`src/design/fir_filter_convolution_defines.svh`:
```
// Assertion helpers used by the filter sequencer.
// Each macro expects clk and rst_n to exist in the module that uses it.
`ifndef FIR_FILTER_CONVOLUTION_DEFINES_SVH
`define FIR_FILTER_CONVOLUTION_DEFINES_SVH

// Same-cycle implication, checked outside reset.
`define FCV_ASSERT_IMPL(name, ante, cons) \
    name: assert property (@(posedge clk) disable iff (!rst_n) (ante) |-> (cons)) \
        else $error("fir_conv: same-cycle check failed");

// Next-cycle implication, checked outside reset.
`define FCV_ASSERT_NEXT(name, ante, cons) \
    name: assert property (@(posedge clk) disable iff (!rst_n) (ante) |=> (cons)) \
        else $error("fir_conv: next-cycle check failed");

`endif

```
`src/design/fir_conv_pkg.sv`:
```
`timescale 1ns / 1ps

package fir_conv_pkg;

    // Fixed field widths and number formats.
    localparam int SAMPLE_W    = 16;
    localparam int COEFF_W     = 16;
    localparam int COEFF_FRAC  = 15;
    localparam int INDEX_W     = 4;
    localparam int TAP_COUNT_W = 5;

    localparam logic [TAP_COUNT_W-1:0] TAP_COUNT_RESET = 5'd16;

    // Operation codes of an input word.
    localparam logic OP_LOAD   = 1'b0;
    localparam logic OP_FILTER = 1'b1;

    // Register indexes of the configuration port.
    localparam logic REG_TAP_COUNT = 1'b0;

    typedef struct packed {
        logic                       op;
        logic [INDEX_W-1:0]         coeff_index;
        logic signed [COEFF_W-1:0]  coeff_value;
        logic signed [SAMPLE_W-1:0] sample;
        logic                       end_of_block;
    } item_t;

    typedef struct packed {
        logic signed [SAMPLE_W-1:0] result;
        logic                       last;
        logic                       overflow;
    } res_t;

    // Sequencer states.
    typedef enum logic [1:0] {
        ST_IDLE,
        ST_RUN,
        ST_DONE
    } seq_state_t;

    // Controls from the sequencer to the memories.
    typedef struct packed {
        logic dl_write;
        logic dl_drop;
        logic dl_clear;
        logic rd_en;
    } st_ctrl_t;

    // Controls from the sequencer to the multiply-accumulate unit.
    typedef struct packed {
        logic prod_en;
        logic acc_clear;
        logic acc_en;
    } mac_ctrl_t;

endpackage

```
`src/design/fir_conv_store.sv`:
```
`timescale 1ns / 1ps

module fir_conv_store #(
    parameter int TAPS  = 16,
    parameter int IDX_W = 4
) (
    input  logic                                       clk,
    input  logic                                       rst_n,
    input  fir_conv_pkg::st_ctrl_t                     ctrl,
    input  logic                                       coeff_we,
    input  logic [IDX_W-1:0]                           coeff_waddr,
    input  logic signed [fir_conv_pkg::COEFF_W-1:0]    coeff_wdata,
    input  logic [IDX_W-1:0]                           dl_waddr,
    input  logic signed [fir_conv_pkg::SAMPLE_W-1:0]   dl_wdata,
    input  logic [IDX_W-1:0]                           rd_coeff_addr,
    input  logic [IDX_W-1:0]                           rd_dl_addr,
    output logic signed [fir_conv_pkg::COEFF_W-1:0]    coeff_rdata,
    output logic signed [fir_conv_pkg::SAMPLE_W-1:0]   dl_rdata
);
    import fir_conv_pkg::*;

    logic signed [COEFF_W-1:0]  coeff_mem [TAPS];
    logic signed [SAMPLE_W-1:0] dl_mem    [TAPS];
    logic [TAPS-1:0]            valid_reg;

    logic signed [COEFF_W-1:0]  coeff_rd_reg;
    logic signed [SAMPLE_W-1:0] dl_rd_reg;
    logic                       vbit_rd_reg;

    // Coefficient memory write port.
    always_ff @(posedge clk)
    begin
        if (coeff_we)
        begin
            coeff_mem[coeff_waddr] <= coeff_wdata;
        end
    end

    // Delay line memory write port.
    always_ff @(posedge clk)
    begin
        if (ctrl.dl_write)
        begin
            dl_mem[dl_waddr] <= dl_wdata;
        end
    end

    // Per-entry valid bits; an invalid entry reads as zero.
    always_ff @(posedge clk or negedge rst_n)
    begin
        if (!rst_n)
        begin
            valid_reg <= '0;
        end
        else if (ctrl.dl_clear)
        begin
            valid_reg <= '0;
        end
        else if (ctrl.dl_write)
        begin
            valid_reg[dl_waddr] <= 1'b1;
        end
        else if (ctrl.dl_drop)
        begin
            valid_reg[dl_waddr] <= 1'b0;
        end
    end

    // Registered read ports.
    always_ff @(posedge clk)
    begin
        if (ctrl.rd_en)
        begin
            coeff_rd_reg <= coeff_mem[rd_coeff_addr];
            dl_rd_reg    <= dl_mem[rd_dl_addr];
            vbit_rd_reg  <= valid_reg[rd_dl_addr];
        end
    end

    assign coeff_rdata = coeff_rd_reg;
    assign dl_rdata    = vbit_rd_reg ? dl_rd_reg : '0;

endmodule

```
`src/design/fir_conv_mac.sv`:
```
`timescale 1ns / 1ps

module fir_conv_mac #(
    parameter int TAPS = 16
) (
    input  logic                                       clk,
    input  fir_conv_pkg::mac_ctrl_t                    ctrl,
    input  logic signed [fir_conv_pkg::COEFF_W-1:0]    coeff,
    input  logic signed [fir_conv_pkg::SAMPLE_W-1:0]   data,
    output logic signed [fir_conv_pkg::SAMPLE_W-1:0]   result,
    output logic                                       overflow
);
    import fir_conv_pkg::*;

    localparam int PROD_W = COEFF_W + SAMPLE_W;
    localparam int ACC_W  = PROD_W + $clog2(TAPS + 1);

    localparam logic signed [ACC_W-1:0] ROUND_HALF = ACC_W'(1) <<< (COEFF_FRAC - 1);
    localparam logic signed [ACC_W-1:0] MAX_OUT    = (ACC_W'(1) <<< (SAMPLE_W - 1)) - 1;
    localparam logic signed [ACC_W-1:0] MIN_OUT    = -MAX_OUT - 1;

    logic signed [PROD_W-1:0] prod_reg;
    logic signed [ACC_W-1:0]  acc_reg;
    logic signed [ACC_W-1:0]  rounded;
    logic signed [ACC_W-1:0]  scaled;

    // Product stage.
    always_ff @(posedge clk)
    begin
        if (ctrl.prod_en)
        begin
            prod_reg <= coeff * data;
        end
    end

    // Accumulator, cleared at the start of every output word.
    always_ff @(posedge clk)
    begin
        if (ctrl.acc_clear)
        begin
            acc_reg <= '0;
        end
        else if (ctrl.acc_en)
        begin
            acc_reg <= acc_reg + ACC_W'(prod_reg);
        end
    end

    // Round half up, drop the fraction, then saturate to the sample range.
    always_comb
    begin
        rounded  = acc_reg + ROUND_HALF;
        scaled   = rounded >>> COEFF_FRAC;
        overflow = 1'b0;
        result   = scaled[SAMPLE_W-1:0];
        if (scaled > MAX_OUT)
        begin
            result   = MAX_OUT[SAMPLE_W-1:0];
            overflow = 1'b1;
        end
        else if (scaled < MIN_OUT)
        begin
            result   = MIN_OUT[SAMPLE_W-1:0];
            overflow = 1'b1;
        end
    end

endmodule

```
`src/design/fir_conv_seq.sv`:
```
`timescale 1ns / 1ps
`include "fir_filter_convolution_defines.svh"

module fir_conv_seq #(
    parameter int TAPS  = 16,
    parameter int IDX_W = 4,
    parameter int CNT_W = 5
) (
    input  logic                                        clk,
    input  logic                                        rst_n,
    input  fir_conv_pkg::item_t                         item,
    input  logic                                        item_valid,
    output logic                                        item_ready,
    input  logic [fir_conv_pkg::TAP_COUNT_W-1:0]        tap_count,
    input  logic                                        out_free,
    output logic                                        out_load,
    output logic                                        out_last,
    output fir_conv_pkg::st_ctrl_t                      st_ctrl,
    output fir_conv_pkg::mac_ctrl_t                     mac_ctrl,
    output logic                                        coeff_we,
    output logic [IDX_W-1:0]                            coeff_waddr,
    output logic [IDX_W-1:0]                            dl_waddr,
    output logic [IDX_W-1:0]                            rd_coeff_addr,
    output logic [IDX_W-1:0]                            rd_dl_addr
);
    import fir_conv_pkg::*;

    localparam logic [IDX_W-1:0] LAST_IDX = IDX_W'(TAPS - 1);

    seq_state_t       state_reg,   state_next;
    logic [IDX_W-1:0] wp_reg,      wp_next;
    logic [IDX_W-1:0] rp_reg,      rp_next;
    logic [CNT_W-1:0] iss_cnt_reg, iss_cnt_next;
    logic [CNT_W-1:0] out_cnt_reg, out_cnt_next;
    logic [CNT_W-1:0] n_reg,       n_next;
    logic             eob_reg,     eob_next;
    logic             s1_vld_reg,  s1_vld_next;
    logic             s1_last_reg, s1_last_next;
    logic             s2_vld_reg,  s2_vld_next;
    logic             s2_last_reg, s2_last_next;

    logic             accept;
    logic [IDX_W-1:0] wp_inc;
    logic [IDX_W-1:0] rp_dec;
    logic [CNT_W-1:0] n_eff;
    logic             final_out;

    // Circular pointer steps and the clamped tap count.
    always_comb
    begin
        wp_inc = (wp_reg == LAST_IDX) ? '0 : wp_reg + IDX_W'(1);
        rp_dec = (rp_reg == '0) ? LAST_IDX : rp_reg - IDX_W'(1);
        if (tap_count == '0)
        begin
            n_eff = CNT_W'(1);
        end
        else if (32'(tap_count) > TAPS)
        begin
            n_eff = CNT_W'(TAPS);
        end
        else
        begin
            n_eff = CNT_W'(tap_count);
        end
    end

    assign accept    = item_valid && item_ready;
    assign final_out = (out_cnt_reg + CNT_W'(1)) == n_reg;

    // State and pipeline registers.
    always_ff @(posedge clk or negedge rst_n)
    begin
        if (!rst_n)
        begin
            state_reg   <= ST_IDLE;
            wp_reg      <= '0;
            rp_reg      <= '0;
            iss_cnt_reg <= '0;
            out_cnt_reg <= '0;
            n_reg       <= CNT_W'(1);
            eob_reg     <= 1'b0;
            s1_vld_reg  <= 1'b0;
            s1_last_reg <= 1'b0;
            s2_vld_reg  <= 1'b0;
            s2_last_reg <= 1'b0;
        end
        else
        begin
            state_reg   <= state_next;
            wp_reg      <= wp_next;
            rp_reg      <= rp_next;
            iss_cnt_reg <= iss_cnt_next;
            out_cnt_reg <= out_cnt_next;
            n_reg       <= n_next;
            eob_reg     <= eob_next;
            s1_vld_reg  <= s1_vld_next;
            s1_last_reg <= s1_last_next;
            s2_vld_reg  <= s2_vld_next;
            s2_last_reg <= s2_last_next;
        end
    end

    // Next state and controls.
    always_comb
    begin
        state_next   = state_reg;
        wp_next      = wp_reg;
        rp_next      = rp_reg;
        iss_cnt_next = iss_cnt_reg;
        out_cnt_next = out_cnt_reg;
        n_next       = n_reg;
        eob_next     = eob_reg;
        s1_vld_next  = 1'b0;
        s1_last_next = 1'b0;
        s2_vld_next  = s1_vld_reg;
        s2_last_next = s1_last_reg;

        item_ready    = 1'b0;
        out_load      = 1'b0;
        out_last      = eob_reg && final_out;
        st_ctrl       = '0;
        mac_ctrl      = '0;
        coeff_we      = 1'b0;
        coeff_waddr   = IDX_W'(item.coeff_index);
        dl_waddr      = wp_inc;
        rd_coeff_addr = iss_cnt_reg[IDX_W-1:0];
        rd_dl_addr    = rp_reg;

        mac_ctrl.prod_en = s1_vld_reg;
        mac_ctrl.acc_en  = s2_vld_reg;

        unique case (state_reg)
            ST_IDLE:
            begin
                item_ready = 1'b1;
                if (accept)
                begin
                    if (item.op == OP_LOAD)
                    begin
                        coeff_we = 32'(item.coeff_index) < TAPS;
                    end
                    else
                    begin
                        // Newest sample goes one slot past the write pointer.
                        st_ctrl.dl_write   = 1'b1;
                        wp_next            = wp_inc;
                        rp_next            = wp_inc;
                        n_next             = n_eff;
                        eob_next           = item.end_of_block;
                        iss_cnt_next       = '0;
                        out_cnt_next       = '0;
                        mac_ctrl.acc_clear = 1'b1;
                        state_next         = ST_RUN;
                    end
                end
            end

            ST_RUN:
            begin
                // Issue one tap per cycle, walking back from the newest sample.
                if (iss_cnt_reg != n_reg)
                begin
                    st_ctrl.rd_en = 1'b1;
                    s1_vld_next   = 1'b1;
                    s1_last_next  = (iss_cnt_reg + CNT_W'(1)) == n_reg;
                    iss_cnt_next  = iss_cnt_reg + CNT_W'(1);
                    rp_next       = rp_dec;
                end
                if (s2_vld_reg && s2_last_reg)
                begin
                    state_next = ST_DONE;
                end
            end

            ST_DONE:
            begin
                if (out_free)
                begin
                    out_load = 1'b1;
                    if (eob_reg && !final_out)
                    begin
                        // Tail: shift a zero in by invalidating the next slot.
                        st_ctrl.dl_drop    = 1'b1;
                        wp_next            = wp_inc;
                        rp_next            = wp_inc;
                        iss_cnt_next       = '0;
                        out_cnt_next       = out_cnt_reg + CNT_W'(1);
                        mac_ctrl.acc_clear = 1'b1;
                        state_next         = ST_RUN;
                    end
                    else
                    begin
                        st_ctrl.dl_clear = eob_reg;
                        state_next       = ST_IDLE;
                    end
                end
            end

            default:
            begin
                state_next = ST_IDLE;
            end
        endcase
    end

    `FCV_ASSERT_IMPL(a_idle_pipe_empty, state_reg == ST_IDLE, !s1_vld_reg && !s2_vld_reg)
    `FCV_ASSERT_IMPL(a_counts_bounded, state_reg != ST_IDLE, (iss_cnt_reg <= n_reg) && (out_cnt_reg < n_reg))
    `FCV_ASSERT_IMPL(a_last_needs_eob, out_load && out_last, eob_reg)
    `FCV_ASSERT_NEXT(a_drain_to_done, (state_reg == ST_RUN) && s2_vld_reg && s2_last_reg, state_reg == ST_DONE)

endmodule

```
`src/design/fir_filter_convolution.sv`:
```
`timescale 1ns / 1ps

// Direct-form FIR filter over up to TAPS coefficients. An input word either
// loads one Q1.15 coefficient or filters one Q15 sample. A sample gives one
// output word; with end_of_block set it is followed by n - 1 tail words, n
// being tap_count clamped to 1..TAPS, the last one flagged, after which the
// delay line reads as zero again. The time per output is set by the single
// shared multiply-accumulate unit, which takes one tap per cycle from one
// read port of the coefficient memory and one of the delay line memory, plus
// the memory read and product registers. Results are rounded half up and
// saturated, with overflow marking a clipped word. Every coefficient in use
// must be loaded before samples are filtered. tap_count is written through
// the APB port at byte address 0; the user must write it only while the
// block is idle, which the block itself does not enforce.
module fir_filter_convolution #(
    parameter int TAPS = 16
) (
    input  logic                                    clk,
    input  logic                                    rst_n,
    input  logic                                    psel,
    input  logic                                    penable,
    input  logic                                    pwrite,
    input  logic [2:0]                              paddr,
    input  logic [31:0]                             pwdata,
    output logic [31:0]                             prdata,
    output logic                                    pready,
    input  fir_conv_pkg::item_t                     item,
    input  logic                                    item_valid,
    output logic                                    item_ready,
    output fir_conv_pkg::res_t                      res,
    output logic                                    res_valid,
    input  logic                                    res_ready
);
    import fir_conv_pkg::*;

    localparam int IDX_W = (TAPS > 1) ? $clog2(TAPS) : 1;
    localparam int CNT_W = $clog2(TAPS + 1);

    logic [TAP_COUNT_W-1:0]     tap_count_reg;
    res_t                       res_reg;
    logic                       res_valid_reg;

    st_ctrl_t                   st_ctrl;
    mac_ctrl_t                  mac_ctrl;
    logic                       coeff_we;
    logic [IDX_W-1:0]           coeff_waddr;
    logic [IDX_W-1:0]           dl_waddr;
    logic [IDX_W-1:0]           rd_coeff_addr;
    logic [IDX_W-1:0]           rd_dl_addr;
    logic signed [COEFF_W-1:0]  coeff_rdata;
    logic signed [SAMPLE_W-1:0] dl_rdata;
    logic signed [SAMPLE_W-1:0] mac_result;
    logic                       mac_overflow;
    logic                       out_free;
    logic                       out_load;
    logic                       out_last;
    logic                       cfg_write;

    // Configuration register.
    assign pready    = 1'b1;
    assign cfg_write = psel && penable && pwrite && (paddr[2] == REG_TAP_COUNT);

    always_ff @(posedge clk or negedge rst_n)
    begin
        if (!rst_n)
        begin
            tap_count_reg <= TAP_COUNT_RESET;
        end
        else if (cfg_write)
        begin
            tap_count_reg <= pwdata[TAP_COUNT_W-1:0];
        end
    end

    always_comb
    begin
        prdata = '0;
        if (paddr[2] == REG_TAP_COUNT)
        begin
            prdata = 32'(tap_count_reg);
        end
    end

    fir_conv_seq #(
        .TAPS  (TAPS),
        .IDX_W (IDX_W),
        .CNT_W (CNT_W)
    ) u_seq (
        .clk           (clk),
        .rst_n         (rst_n),
        .item          (item),
        .item_valid    (item_valid),
        .item_ready    (item_ready),
        .tap_count     (tap_count_reg),
        .out_free      (out_free),
        .out_load      (out_load),
        .out_last      (out_last),
        .st_ctrl       (st_ctrl),
        .mac_ctrl      (mac_ctrl),
        .coeff_we      (coeff_we),
        .coeff_waddr   (coeff_waddr),
        .dl_waddr      (dl_waddr),
        .rd_coeff_addr (rd_coeff_addr),
        .rd_dl_addr    (rd_dl_addr)
    );

    fir_conv_store #(
        .TAPS  (TAPS),
        .IDX_W (IDX_W)
    ) u_store (
        .clk           (clk),
        .rst_n         (rst_n),
        .ctrl          (st_ctrl),
        .coeff_we      (coeff_we),
        .coeff_waddr   (coeff_waddr),
        .coeff_wdata   (item.coeff_value),
        .dl_waddr      (dl_waddr),
        .dl_wdata      (item.sample),
        .rd_coeff_addr (rd_coeff_addr),
        .rd_dl_addr    (rd_dl_addr),
        .coeff_rdata   (coeff_rdata),
        .dl_rdata      (dl_rdata)
    );

    fir_conv_mac #(
        .TAPS (TAPS)
    ) u_mac (
        .clk      (clk),
        .ctrl     (mac_ctrl),
        .coeff    (coeff_rdata),
        .data     (dl_rdata),
        .result   (mac_result),
        .overflow (mac_overflow)
    );

    // Output register; a finished word waits here while the next item is taken.
    assign out_free = !res_valid_reg || res_ready;

    always_ff @(posedge clk or negedge rst_n)
    begin
        if (!rst_n)
        begin
            res_valid_reg <= 1'b0;
        end
        else if (out_load)
        begin
            res_valid_reg <= 1'b1;
        end
        else if (res_ready)
        begin
            res_valid_reg <= 1'b0;
        end
    end

    always_ff @(posedge clk)
    begin
        if (out_load)
        begin
            res_reg.result   <= mac_result;
            res_reg.last     <= out_last;
            res_reg.overflow <= mac_overflow;
        end
    end

    assign res       = res_reg;
    assign res_valid = res_valid_reg;

endmodule
```
`config.mk`:
```
export PLATFORM = sky130hd
export DESIGN_NAME = fir_filter_convolution
export DESIGN_NICKNAME = d
export VERILOG_FILES = /design/src/design/fir_conv_pkg.sv /design/src/design/fir_conv_store.sv /design/src/design/fir_conv_mac.sv /design/src/design/fir_conv_seq.sv /design/src/design/fir_filter_convolution.sv
export VERILOG_INCLUDE_DIRS = /design/src /design/src/design
export SDC_FILE = /design/constraint.sdc
export NUM_CORES = 2
export LEC_CHECK = 0
export ABC_AREA = 0
export BUFFER_PORTS_ARGS = -buffer_cell sky130_fd_sc_hd__buf_2
export CAP_MARGIN = 20
export CORE_MARGIN = 5
export CORE_UTILIZATION = 59
export CTS_CLUSTER_SIZE = 8
export DETAILED_ROUTE_END_ITERATION = 10
export GPL_ROUTABILITY_DRIVEN = 0
export PLACE_DENSITY = 0.88
export SLEW_MARGIN = 25
export SYNTH_ARGS = -nofsm -noshare
export SYNTH_HDL_FRONTEND = slang
export SYNTH_SLANG_ARGS = --single-unit
```
`constraint.sdc`:
```
create_clock -name clk -period 9.55 [get_ports clk]
set_clock_uncertainty 0.2 [all_clocks]
set_input_delay 1.91 -clock clk [delete_from_list [all_inputs] [get_ports clk]]
set_output_delay 1.91 -clock clk [all_outputs]
set_load 0.01 [all_outputs]
```
### Word level (Yosys, flattened, before mapping)

Memories as Yosys holds them, arrays and structs flattened. A register that Yosys moved wholly into a read port is not among the register bits.
Cells that the tools add are included.

* register bits: 140
* RAM bits: 512
* word-level logic and storage cells: 135
* input port bits: 80
* memories kept: 2

* bitwise operators: 4
* muxes and demuxes: 62
* $mul: 1
* reductions and logical operators: 22
* order comparisons: 6
* equal/unequal tests: 12
* add/sub/neg operators: 6

Memory list
* u_store.coeff_mem: depth 16, bits a word 16, read ports 1, clocked after Yosys merged registers in 1, wr ports 1, line fir_conv_store.sv:22 `logic signed [COEFF_W-1:0] coeff_mem [TAPS];`
* u_store.dl_mem: depth 16, bits a word 16, read ports 1, clocked after Yosys merged registers in 1, wr ports 1, line fir_conv_store.sv:23 `logic signed [SAMPLE_W-1:0] dl_mem [TAPS];`

Operators with widths (number)
* two-way mux 16 bit: 5
* two-way mux 5 bit: 10
* adder 37 x 16 -> 37 bit (second input constant): 1
* adder 37 x 32 -> 37 bit: 1
* multiplier 16 x 16 -> 32 bit: 1
* two-way mux 4 bit: 7
* two-way mux 1 bit: 26
* > comparator 22 x 16 -> 1 bit (second input constant): 1
* < comparator 22 x 16 -> 1 bit (second input constant): 1
* AND 16 bit: 1
* inverter 16 bit: 1
* OR 16 bit: 1
* case mux 5 bit (3 select lines): 1
* two-way mux 2 bit: 6
* case mux 4 bit (3 select lines): 1
* adder 5 x 1 -> 5 bit (second input constant): 2
* == test 5 bit: 2
* < comparator 4 x 5 -> 1 bit (second input constant): 2
* case mux 5 bit (2 select lines): 1
* logical AND 1 bit: 8
* != test 2 x 1 -> 1 bit (second input constant): 4
* case mux 4 bit (2 select lines): 1
* case mux 2 bit (3 select lines): 1
* AND reduction 6 bit: 1
* 23 further kinds: 27

### Depth between registers and ports, before layout

* word-level depth: 11
* mapped depth: 25

### Cells and area by module

From an unflattened synthesis, not the netlist that was laid out.

* cell total of the unflattened synthesis: 2857
* area total of the unflattened synthesis: 38754.7 µm²

Modules (own cells, without submodules)
* fir_conv_store: cells each 967, seq. area each 16766.1 µm², times used 1, area an instance 21260.4 µm²
* fir_conv_mac: cells each 1636, seq. area each 1701.6 µm², times used 1, area an instance 14624.0 µm²
* fir_conv_seq: cells each 187, seq. area each 752.0 µm², times used 1, area an instance 1824.2 µm²
* fir_filter_convolution: cells each 67, seq. area each 691.9 µm², times used 1, area an instance 1046.0 µm²

### Worst setup path after synthesis

Ideal clock, no wire load.

* path kind: reg-to-reg
* start point: register u_store.vbit_rd_reg
* end point: register u_mac.prod_reg[27] (data pin)
* stages on the path, launching flop included: 26
* slack: 2.668 ns
* period minus slack after synthesis: 6.882 ns
* data arrival time: 6.423 ns
* required time: 9.090 ns
* path through: edfxtp_1 > clkbuf_1 > and2_1 > clkbuf_1 > nand2_1 > fa_1 > inv_1 > fa_1 > inv_1 > fa_1 > inv_1 > fa_1 > fa_1 > inv_1 > fa_1 > inv_1 > ha_1 > a21o_1 > a21o_1 > a221o_1 > a31oi_1 > a31oi_1 > o21ai_0 > o21ai_0 > a211oi_1 > nor2_1

* cells in the longest elaborated chain, start to end: 2

Ends and longest elaborated chain
* from (decl): line fir_conv_store.sv:28 `logic vbit_rd_reg;`
* from (signal assigned): line fir_conv_store.sv:76 `vbit_rd_reg <= valid_reg[rd_dl_addr];`
* two-way mux 16 bit: line fir_conv_store.sv:81 `assign dl_rdata = vbit_rd_reg ? dl_rd_reg : '0;`
* multiplier 16 x 16 -> 32 bit: line fir_conv_mac.sv:32 `prod_reg <= coeff * data;`
* to (signal assigned): line fir_conv_mac.sv:32
* to (decl): line fir_conv_mac.sv:22 `logic signed [PROD_W-1:0] prod_reg;`

No other way between the ends.
A chain may end at the register's enable or synchronous reset.

### Final worst setup path

* start point: register u_store.vbit_rd_reg
* end point: register u_mac.prod_reg[29] (data pin)

The elaborated chain is that of the path after synthesis.

==> run metrics <==
r2r setup slk 1370 ps; sequential cell area fraction in the yosys report 0.5182; WHS Path Cells 0; post-synthesis simple-gate area fraction 0.07991; Root Buffer clkbuf_16; Critical Path End Type flip-flop; Core ar. 0.06446 mm²; Routed Antenna Nets 0; # DRC 0; NumNets Final 3318; area grow syn2layout 10.81%; post-synthesis mux area share 0.1019; RSZ-0062 raised after global routing no; CP max FO 86; status finished clean; GRT overflow 0; htree depth 3; vias per std cell 6.617; largest net degree at the start of global routing 87; met1 wire length 33.65 mm; Die Y 265.2 µm; Worst-Margin Slew 1087 ps; ys async rst share 0.07602; hold_buf cts 0; endpoints failing setup 0; clk sinks 684; fin crit period 8178 ps; final setup margin approximately 1400 ps; met3 wire length between 10 and 15 mm; Synth Warn # 0; Worst Hold Launch u_seq.s1_last_reg; GRT Total Usage 0.2867; setup TNS 0 ps; cells on worst reg2reg path 23; Worst Hold Class reg2reg; drt first pass iters 7; r2r startpoint u_store.vbit_rd_reg; post-synthesis compound-gate area fraction 0.05188; EDFF count, synth about 600; WHS Endpoint u_seq.s2_last_reg; Max-Cap Viols 0; Avg Inst Size Synth 13.98 µm²; Hold Slack 156.6 ps; synthesized instance count 2749; CTS Buf Count 96; DR WL/cell 26.96 µm; CP required 9780 ps; vias in the first global route between 20000 and 30000; Top Layer Used met5; Max transition margin 0.2756; setup bufs post-CTS 0; Critical Path Start Type flip-flop; xor/xnor share of the synthesized area 0.02097; Die W 265.2 µm; Top FF cell, synth edfxtp_1; worst r2r dst u_mac.prod_reg[29]; total number of vias 24870; Initial Utilization 0.5960; DP Worst Slack about 1700 ps; # rows just over 90; final wirelength 101.3 mm; I/O Buffers 75; final hold viol count 0; cts repair resizes 0; Clk Latency, worst-skew pair roughly 700 ps; Tcrit/Tclk final 0.8564; HPWL after DPL 59.21 mm; Clock Path Buffers 3; flops & latches, synth 684; die area 0.07033 mm²; DRT iter0 DRCs ~3900; initial antenna violation count 10; Worst EP arrival approximately 8400 ps; post-synthesis adder-cell area fraction 0.1784; crit path kind reg2reg; Final Slew Violations 0; combinational family with the most area after synthesis adder cells; routed wl met2 around 50 mm; io pins around 130; CTS tree yes; first-pass GRT wire length 154.5 mm; Max Fclk approximately 120 MHz; Clock transition at path regs 60 ps; Post-Syn Area 0.03842 mm²; layout cell share with drive strength beyond 1 0.1532; Netlist cell types 72
==> metrics by stage <==
step / util / std cells / instance area [µm²]
after floorplan: - / 2775 / 38520
after global placement: 0.6162 / 3604 / 39720
after detailed placement: 0.6162 / 3604 / 39720
after CTS: 0.6596 / 3752 / 42520
after global routing: 0.6604 / 3757 / 42570
final: 0.6604 / 3758 / 42570
==> layer usage <==
metal / track usage / vias up
li1: - / 10020
met1: 0.3506 / 12180
met2: 0.4835 / 2136
met3: 0.06919 / 520
met4: 0.1420 / 12
met5: 0 / -
==> worst max-delay path by stage <==
stage	from	endpoint	slack (ps)	cells past startpoint
4_1_cts	u_store.vbit_rd_reg	u_mac.prod_reg[29]	1580	23
6_report	u_store.vbit_rd_reg	u_mac.prod_reg[29]	1370	23
5_1_grt	u_store.vbit_rd_reg	u_mac.prod_reg[29]	940	23
3_5_place_dp	u_store.vbit_rd_reg	u_mac.prod_reg[29]	1650	23
3_3_place_gp	u_store.vbit_rd_reg	u_mac.prod_reg[29]	1770	23
2_1_floorplan	u_store.vbit_rd_reg	u_mac.prod_reg[27]	2670	25
==> cell usage after synthesis (13+ instances only) <==
cell / instances / area [µm²]
fa_1: 263 / 5265
nor2_1: 120 / 450.4
nand4_1: 16 / 100.1
a211oi_1: 13 / 97.59
nand2b_1: 15 / 93.84
mux2i_1: 13 / 130.1
nand2_1: 196 / 735.7
and3_1: 135 / 844.6
nor3_1: 27 / 135.1
and2_1: 13 / 81.33
dfxtp_1: 37 / 740.7
a31oi_1: 20 / 125.1
buf_1: 16 / 60.06
mux4_2: 165 / 3716
dfrtp_1: 50 / 1251
ha_1: 127 / 1589
o21ai_0: 72 / 360.4
nor2b_1: 17 / 106.4
buf_4: 29 / 217.7
edfxtp_1: 595 / 17870
clkbuf_1: 95 / 356.6
xnor2_1: 57 / 499.2
nand3_1: 40 / 200.2
inv_1: 316 / 1186
o21a_1: 18 / 135.1
a21o_1: 30 / 225.2
xor2_1: 35 / 306.5
a21oi_1: 79 / 395.4
==> layout make-up <==
class                   count  area [µm²]
diodes                      5       12.51
clock buffers             138        2570
clock inverters            10       229.0
fillers                  3995       21890
inverters                 317        1190
multi-input cells        1627       16830
flip-flops and latches    684       19920
well taps                 855        1070
repair buffers            122       748.2
==> cell families (layout without fill, tap and decap cells) <==
| kind of cell | count (synthesis) | count (layout) |
|---|---|---|
| adders and majority gates | 390 | 390 |
| buffers and inverters | 464 | 587 |
| DFF | 684 | 684 |
| and+or+nand+nor | 622 | 622 |
| AOI/OAI and AO/OA | 311 | 311 |
| muxes | 184 | 184 |
| xor gates and xnor gates | 92 | 92 |
| other | 2 | 33 |
==> layout by cell type (no fill, tap or decap), types with 9 or more instances in the layout <==
master,Yosys,final
edfxtp_1,595,595
inv_1,316,316
fa_1,263,263
nand2_1,196,196
mux4_2,165,165
and3_1,135,135
ha_1,127,127
nor2_1,120,105
clkbuf_16,0,96
a21oi_1,79,78
buf_2,6,75
o21ai_0,72,72
xnor2_1,57,57
buf_4,29,46
dfrtp_1,50,44
clkbuf_1,95,41
nand3_1,40,40
dfxtp_1,37,37
xor2_1,35,35
a21o_1,30,29
conb_1,2,28
nor3_1,27,23
a31oi_1,20,20
o21a_1,18,18
nor2b_1,17,16
nand4_1,16,16
nand2b_1,15,15
nor2_2,0,14
and2_1,13,13
a211oi_1,13,13
mux2i_1,13,13
o21bai_1,12,12
nand3b_1,9,9
==> critical path, cell delays in order, from the launching register on <==
cell and delay (ps):
edfxtp_1 340, buf_4 530, and2_0 770, nand2_1 230, fa_1 580, inv_1 60
fa_1 500, inv_1 50, fa_1 470, inv_1 60, fa_1 500, fa_1 560
inv_1 60, fa_1 520, inv_1 40, ha_1 350, a21o_1 200, a21o_1 170
a221o_1 360, a31oi_1 220, a31oi_1 160, o21ai_0 440, o21bai_1 210, o311ai_0 330
Power is not shown: default switching activity piles up to over one toggle a cycle in this logic, so the estimate is an artifact.
